### config.mk
export PLATFORM = sky130hd
export DESIGN_NAME = tsce_ram
export DESIGN_NICKNAME = d
export VERILOG_FILES = /design/src/hw/rtl/tsce_ram.sv
export SDC_FILE = /design/constraint.sdc
export NUM_CORES = 1
export LEC_CHECK = 0
export BUFFER_PORTS_ARGS = -buffer_cell sky130_fd_sc_hd__buf_2
export CELL_PAD_IN_SITES_DETAIL_PLACEMENT = 2
export CELL_PAD_IN_SITES_GLOBAL_PLACEMENT = 2
export CORE_ASPECT_RATIO = 0.8
export CORE_MARGIN = 1
export CORE_UTILIZATION = 48
export CTS_BUF_LIST = sky130_fd_sc_hd__clkbuf_4 sky130_fd_sc_hd__clkbuf_8
export CTS_CLUSTER_SIZE = 30
export DETAILED_ROUTE_END_ITERATION = 12
export HOLD_SLACK_MARGIN = 0.15
export PLACE_DENSITY_LB_ADDON = 0.1
export SLEW_MARGIN = 10
export SYNTH_ARGS = -nofsm -noshare
export SYNTH_HDL_FRONTEND = slang
export SYNTH_SLANG_ARGS = --single-unit
### constraint.sdc
create_clock -name clk -period 2 [get_ports clk]
set_input_delay 0.1 -clock clk [delete_from_list [all_inputs] [get_ports clk]]
set_output_delay 0.1 -clock clk [all_outputs]
set_load 0.02 [all_outputs]
### src/hw/rtl/tsce_ram.sv
// ----------------------------------------------------------------------------
// tsce_ram
// generic simple dual-port ram, one write and one registered read per cycle
// ----------------------------------------------------------------------------
module tsce_ram #(
	parameter int WIDTH = 16,
	parameter int DEPTH = 64
) (
	input  logic                     clk,
	input  logic                     we,
	input  logic [$clog2(DEPTH)-1:0] waddr,
	input  logic [WIDTH-1:0]         wdata,
	input  logic [$clog2(DEPTH)-1:0] raddr,
	output logic [WIDTH-1:0]         rdata
);

	logic [WIDTH-1:0] mem [DEPTH];

	always_ff @(posedge clk) begin
		if (we) begin
			mem[waddr] <= wdata;
		end
		rdata <= mem[raddr];
	end

endmodule

# Yosys cells after proc, flatten, opt, wreduce, memory -nomap -nowiden
# Memory sizes are Yosys's and may differ from the RTL's. A register that Yosys moved wholly into a read port is not among the register bits.
# Cells that the tools add are included.
[classes]
n_mux = 2
[op_table]
columns = ["cell", "n"]
rows = [
  ["2-to-1 mux 1 bit", 2],
]
[totals]
register_bits = 0
ramBits = 1024
inputBits = 30
output_inout_bits = 16
wordCells = 3
n_memories = 1
[memory_table]
columns = ["memory", "words", "width", "rd", "rd_ports_with_merged_regs", "wr", "line_no", "rtl"]
rows = [
  ["mem", 64, 16, 1, 1, 1, "17", "logic [WIDTH-1:0] mem [DEPTH];"],
]

# Depth between registers and ports, before layout
# Gate-level depths: netlist (run 1).
[logic_depth]
ltp_word = 2
ltp_mapped = 10
depth_no_buf = 5

# Least setup slack after synthesis (run 1)
# No wires, ideal clock.
[synth_path]
kind = "input to register"
startpoint = "in waddr[3]"
endpoint = "mem mem[48][0] (enable)"
setup_ps = 409
arrival_ps = 1726
t_required_ps = 1591
path_slack_ps = -135
cell_stages = 4
n_path_buf = 1
cell_sequence = "clkbuf_1 > nor2b_1 > nand4b_1 > nor3_1"
[synth_lines]
columns = ["item", "line_no", "rtl"]
rows = [
  ["start: declaration", "11", "input logic [$clog2(DEPTH)-1:0] waddr,"],
  ["end: declaration", "17", ""],
]
# No word-level cell before the write port.

==> results of run 1 <==
final timing paths:
check	endpoint	slack (ns)	cells past startpoint
worst max-delay path	rdata[11]$_DFF_P_	-0.03	7
worst min-delay path	mem[35][14]$_DFFE_PP_	0.25	5
worst max register to register	rdata[11]$_DFF_P_	-0.03	7
worst min register to register	rdata[3]$_DFF_P_	0.95	3
cell usage in the layout, fill, tap and decap left out, types with 14 or more instances in the layout:
cell type	Yosys	layout
clkbuf_8	0	180
mux4_2	220	220
nand2_1	59	59
buf_4	13	193
edfxtp_1	1024	1024
dlygate4sd3_1	0	24
nor2b_1	30	28
a22oi_1	39	38
mux2_2	27	27
a21oi_1	17	17
clkbuf_4	1	55
mux2i_1	85	78
nor2_1	72	69
a221oi_1	16	14
clkinv_1	0	34
dfxtp_1	16	16
buf_12	5	57
buf_2	36	42
nand3_1	24	17
cell type report:
type                            count  area [µm²]  share of cell area, %
Antenna cell                        3        7.51                 0.0159
Multi-Input combinational cell    685        8510                   18.0
Tap cell                         1104        1380                   2.92
Timing Repair Buffer              322        3120                   6.59
Clock inverter                     58         329                  0.696
Clock buffer                      235        2890                   6.11
Sequential cell                  1040       31100                   65.7
timing repair:
| action | 4_1_cts | 5_1_grt |
|---|---|---|
| gates resized for setup | 30 | 18 |
| setup endpoints to repair | 8 | 8 |
| hold buffers | 24 | 0 |
| pin swaps | 8 | 10 |
| buffers inserted | 0 | 0 |
| endpoints found under the hold margin | 1109 | 0 |
stage by stage:
| step | total power [W] | setup TNS [ns] | instance area, µm² | setup WS (ns) | hold WS (ns) |
|---|---|---|---|---|---|
| 6_report | 0.0457 | -0.0400 | 47300 | -0.0320 | 0.247 |
| 5_1_grt | 0.0469 | -0.127 | 47300 | -0.0867 | 0.210 |
| 4_1_cts | 0.0458 | -0.0220 | 47200 | -0.0194 | 0.170 |
| 3_5_place_dp | 0.0275 | -6.07 | 43600 | -0.627 | 0.531 |
| 3_3_place_gp | 0.0273 | -5.27 | 43600 | -0.672 | 0.552 |
| 2_1_floorplan | 0.0259 | -6.95 | 40100 | -0.0578 | 0.199 |
layer usage:
metal | share of wire [%] | vias up | wire length [µm] | GRT usage, %
met4 | 2.3 | 2 | 2980 | 9.24
li1 | - | 8483 | - | -
met2 | 48 | 1207 | 62500 | 49.5
met5 | 0.0099 | - | 13 | 0
met3 | 9.6 | 186 | 12600 | 8.92
met1 | 41 | 11800 | 53500 | 43.9
registers in the layout (all words and copies together) (netlist names):
signal / count
mem: 1024
rdata: 16
where the power goes:
group | leakage (nW) | total, W | internal, W | switching [W]
combinational | 4.39 | 0.00299 | 0.00113 | 0.00186
sequential | 9.35 | 0.0242 | 0.0241 | 0.000114
clock | 1.69 | 0.0185 | 0.00954 | 0.00893
total | 15.4 | 0.0457 | 0.0348 | 0.0109
worst register-to-register path, cell delays in order (launching register included):
cell      delay, ns
edfxtp_1       0.37
mux4_2         0.50
mux2i_2        0.18
buf_4          0.14
a22oi_2        0.18
a31oi_4        0.32
buf_6          0.16
a311oi_2       0.05
cells by family (layout without fill, tap and decap cells):
logic type / Yosys count / after routing / synth area share [%]
compound gates: 129 / 129 / 2.41
buf+inv: 104 / 615 / 1.83
mux: 336 / 336 / 15.5
flops: 1040 / 1040 / 77.6
other cells: 0 / 3 / 0
simple gates: 220 / 220 / 2.65
==> impl_metrics.env, run 1 <==
export IMPL_ys_seq_area_share_pct=77.6
export IMPL_grt_overflow=0
export IMPL_drt_total_wl_um=132000
export IMPL_root_buffer="clkbuf_8"
export IMPL_routedWlPerCell_um=38.2
export IMPL_layout_worst_path_cycle_share_pct=102
export IMPL_placed_cells=3128
export IMPL_ys_ff_latch=1040
export IMPL_hp_class="in2reg"
export IMPL_critPathMaxFanout=1
export IMPL_grt_pass1_vias=23000
export IMPL_skew_ns=0.0525
export IMPL_post_route_util_pct=57.4
export IMPL_slew_viol_final=0
export IMPL_cp_cell_sequence="mux4_2 -> mux2i_2 -> buf_4 -> a22oi_2 -> a31oi_4 -> buf_6 -> a311oi_2"
export IMPL_dr_pass1_iters=7
export IMPL_endpoint_kind="register"
export IMPL_min_period_ns=2.03
export IMPL_async_flop_share_pct=0
export IMPL_die_y_um=260
export IMPL_cts_tree="done"
export IMPL_rsz0062_at_grt="true"
export IMPL_worst_slew_pin_transition_ns=1.06
export IMPL_dieArea_um2=84600
export IMPL_syn_inst=1829
export IMPL_slew_headroom_pct=29.2
export IMPL_final_fill_count=6649
export IMPL_cp_top_family="multiplexers"
export IMPL_synth_fp_nets=1859
export IMPL_max_cap_violations=0
export IMPL_ios=46
export IMPL_initial_core_util_pct=48.6
export IMPL_h_tree_depth=4
export IMPL_power_leakage_nw=15.4
export IMPL_cpMaxStageDelayCell="mux4_2"
export IMPL_yosys_warnings=0
export IMPL_synth_top_area_cell="edfxtp_1"
export IMPL_final_cells=3447
export IMPL_first_iter_violations=2706
export IMPL_numCtsBuffers=164
export IMPL_rr_startpoint="mem[21][11]$_DFFE_PP_"
export IMPL_core_area_um2=82400
export IMPL_viasPerCell=6.30
export IMPL_clk_latency_ns=0.84
export IMPL_critPathRequiredTime_ns=2.67
export IMPL_synth_edf_count=1024
export IMPL_antenna_found_initial=11
export IMPL_route_antenna_remaining_nets=0
export IMPL_clk_pin_slew_worst_paths_ns=0.07
export IMPL_fmax_mhz=492
export IMPL_rows=94
export IMPL_powerDensity_nw_per_um2=966
export IMPL_violations="setup timing"
export IMPL_status="finished, violations left"
export IMPL_port_buffers=45
export IMPL_drc_errors=0
export IMPL_synth_avg_cell_area_um2=21.9
export IMPL_arrival_ns=2.70
export IMPL_dp_final_hpwl_um=79700
export IMPL_peakVddDrop_uv=593
export IMPL_drive_above_1_share_pct=36.2
export IMPL_fp_dieW_um=325
export IMPL_globalplace_congestion=0.809
export IMPL_synth_area_leaders="edfxtp_1, mux4_2, mux2i_1"
export IMPL_syn_area_um2=40000
export IMPL_hold_viol_final=0
export IMPL_grt_max_degree=65
export IMPL_slowest_delay_ns=0.50
export IMPL_ys_types=43
export IMPL_crit_buf_inv=2
export IMPL_netlist_area_leader_share_pct=76.8
export IMPL_nets=2243
export IMPL_num_vias=21700
export IMPL_grt_pass1_wl_um=184000
export IMPL_clock_sink_count=1040
export IMPL_grt_usage_pct=31.7
export IMPL_crit_path_start="mem[21][11]$_DFFE_PP_"
export IMPL_area_growth_pct=18.1
export IMPL_min_from="we"
export IMPL_crit_path_start_kind="register"
export IMPL_setup_viol=3
export IMPL_synth_most_common_cell="edfxtp_1"
export IMPL_clockBufferDepth=3
export IMPL_ys_top_cells_by_count="edfxtp_1, mux4_2, mux2i_1, nor2_1, nand2_1"
export IMPL_ys_flop_type="edfxtp_1"
export IMPL_crit_type="reg2reg"
export IMPL_fin_ws_ns=-0.0320
(Power assumes the default switching activity.)
==> run 2: changes to the inputs <==
CORE_UTILIZATION = 30   (was 48)
clock period = 1.75 ns   (was 2 ns; I/O delays follow)
==> run 2 against run 1 <==
- the flow finishes with violations (DRC, setup timing)
- global-route usage down 13 points
- non-clock buffer count is 81 higher
- via count down 5.0%
- maximum frequency is 6.4% higher
- largest power group unchanged
- worst setup slack lost 0.13 ns
- worst hold slack worse by 0.0013 ns
- combinational power rose by 21%
- critical endpoint unchanged
- count of clock-buffer cells in the layout grew 6
- register-to-register slack worse by 0.13 ns
==> impl_metrics.env, run 2 (synthesized netlist as in run 1, its figures left out) <==
export IMPL_ff_latch_area_um2=31100
export IMPL_fmax_mhz=524
export IMPL_cts_tree="done"
export IMPL_grt_usage_pct=19.0
export IMPL_largest_reg_flops=1024
export IMPL_power_internal_w=0.0404
export IMPL_globalplace_congestion=0.783
export IMPL_grt_overflow=0
export IMPL_hold_viol_final=0
export IMPL_setup_tns_ns=-2.34
export IMPL_min_period_ns=1.91
export IMPL_antenna_found_initial=11
export IMPL_arrival_ns=2.66
export IMPL_multi_input_area_um2=8850
export IMPL_endpoint_kind="register"
export IMPL_slew_headroom_pct=41.6
export IMPL_clock_sink_count=1040
export IMPL_p_seq_share_pct=52.4
export IMPL_hp_class="in2reg"
export IMPL_initial_core_util_pct=30.3
export IMPL_die_y_um=329
export IMPL_regMostFlops="mem"
export IMPL_grt_pass1_wl_um=179000
export IMPL_peakVddDrop_uv=623
export IMPL_max_cap_violations=0
export IMPL_switchingPower_w=0.0125
export IMPL_fp_dieW_um=410
export IMPL_worst_slew_pin_transition_ns=0.876
export IMPL_grt_max_degree=65
export IMPL_finalInstanceArea_um2=49900
export IMPL_final_cells=4205
export IMPL_viasPerCell=4.91
export IMPL_drive_above_1_share_pct=40.8
export IMPL_layout_common_cells="edfxtp_1, mux4_2, buf_4"
export IMPL_nets=2336
export IMPL_final_fill_count=12500
export IMPL_numCtsBuffers=176
export IMPL_slew_viol_final=0
export IMPL_fin_ws_ns=-0.160
export IMPL_drc_errors=3
export IMPL_h_tree_depth=4
export IMPL_dieArea_um2=135000
export IMPL_dr_pass1_iters=9
export IMPL_power_w=0.0529
export IMPL_power_frac_comb_pct=6.8
export IMPL_crit_path_start_kind="register"
export IMPL_critPathMaxFanout=1
export IMPL_min_path_cells=3
export IMPL_dp_final_hpwl_um=78800
export IMPL_setup_viol=85
export IMPL_ios=46
export IMPL_powerDensity_nw_per_um2=1060
export IMPL_crit_type="reg2reg"
export IMPL_clkPwrFrac_pct=40.8
export IMPL_route_antenna_remaining_nets=0
export IMPL_port_buffers=45
export IMPL_drt_total_wl_um=127000
export IMPL_violations="DRC, setup timing"
export IMPL_critPathRequiredTime_ns=2.50
export IMPL_rsz0062_at_grt="true"
export IMPL_skew_ns=0.0260
export IMPL_clk_latency_ns=0.89
export IMPL_clockBufferDepth=3
export IMPL_rows=119
export IMPL_first_iter_violations=1649
export IMPL_placed_area_um2=45600
export IMPL_area_growth_pct=24.7
export IMPL_power_leakage_nw=16.2
export IMPL_power_share_switching_pct=23.7
export IMPL_layout_worst_path_cycle_share_pct=109
export IMPL_clk_pin_slew_worst_paths_ns=0.06
export IMPL_num_vias=20600
export IMPL_final_common_cell="edfxtp_1"
export IMPL_r2r_cells=5
export IMPL_grt_pass1_vias=22600
export IMPL_routedWlPerCell_um=30.1
export IMPL_core_area_um2=132000
export IMPL_largestRegisters="mem: 1024 flops, rdata: 16 flops"
export IMPL_placed_cells=3852
export IMPL_root_buffer="clkbuf_8"
export IMPL_place_ws_ns=-0.835
export IMPL_status="finished, violations left"
-- run 2: metal layers --
| layer | global-route usage [%] | routed length, µm | up-vias |
|---|---|---|---|
| li1 | - | - | 8690 |
| met1 | 28.3 | 61500 | 11400 |
| met2 | 29.0 | 57500 | 427 |
| met3 | 3.10 | 5350 | 161 |
| met4 | 4.91 | 2230 | 0 |
| met5 | 0 | 0 | - |
-- run 2: worst max-delay path, cell delays in order (launching register included) --
cell and delay, ns:
edfxtp_1 0.39, mux4_2 0.46, mux2_2 0.33, a221oi_4 0.35, buf_4 0.20, a311oi_2 0.05
-- run 2: cell type report --
cell class	count	share of cell area (%)
Clock inverter	76	0.990
Tap cell	1754	4.39
Clock buffer	241	5.85
Sequential cell	1040	62.2
Antenna cell	6	0.0301
Timing Repair Buffer	403	8.76
Multi-Input combinational cell	685	17.7
-- run 2: repair_timing --
action,4_1_cts,5_1_grt
hold buffers,36,0
hold endpoints to repair,2064,0
gates resized for setup,84,31
pin swaps,30,22
gates cloned,0,1
setup endpoints to repair,24,242
setup buffers,0,0
-- run 2: per-stage QoR --
| stage | hold WS, ns | util [%] |
|---|---|---|
| 6_report | 0.245 | 37.8 |
| 3_3_place_gp | 0.566 | 34.5 |
| 4_1_cts | 0.168 | 37.7 |
| 2_1_floorplan | 0.186 | - |
| 5_1_grt | 0.194 | 37.8 |
| 3_5_place_dp | 0.564 | 34.5 |
-- run 2: path summary, 6_finish.rpt --
path | start | endpoint | slack (ns)
worst max-delay path | mem[62][11]$_DFFE_PP_ | rdata[11]$_DFF_P_ | -0.16
worst min-delay path | wdata[0] | mem[0][0]$_DFFE_PP_ | 0.25
worst max register to register | mem[62][11]$_DFFE_PP_ | rdata[11]$_DFF_P_ | -0.16
worst min register to register | mem[27][12]$_DFFE_PP_ | rdata[12]$_DFF_P_ | 0.92
-- run 2: power by group through the flow --
stage / combinational [W] / clock [W] / sequential, W
after floorplan: 0.00143 / 0 / 0.0282
after global placement: 0.00342 / 0 / 0.0282
after detailed placement: 0.00347 / 0 / 0.0282
after CTS: 0.00367 / 0.0224 / 0.0277
after global routing: 0.00383 / 0.0233 / 0.0277
final: 0.00362 / 0.0216 / 0.0277
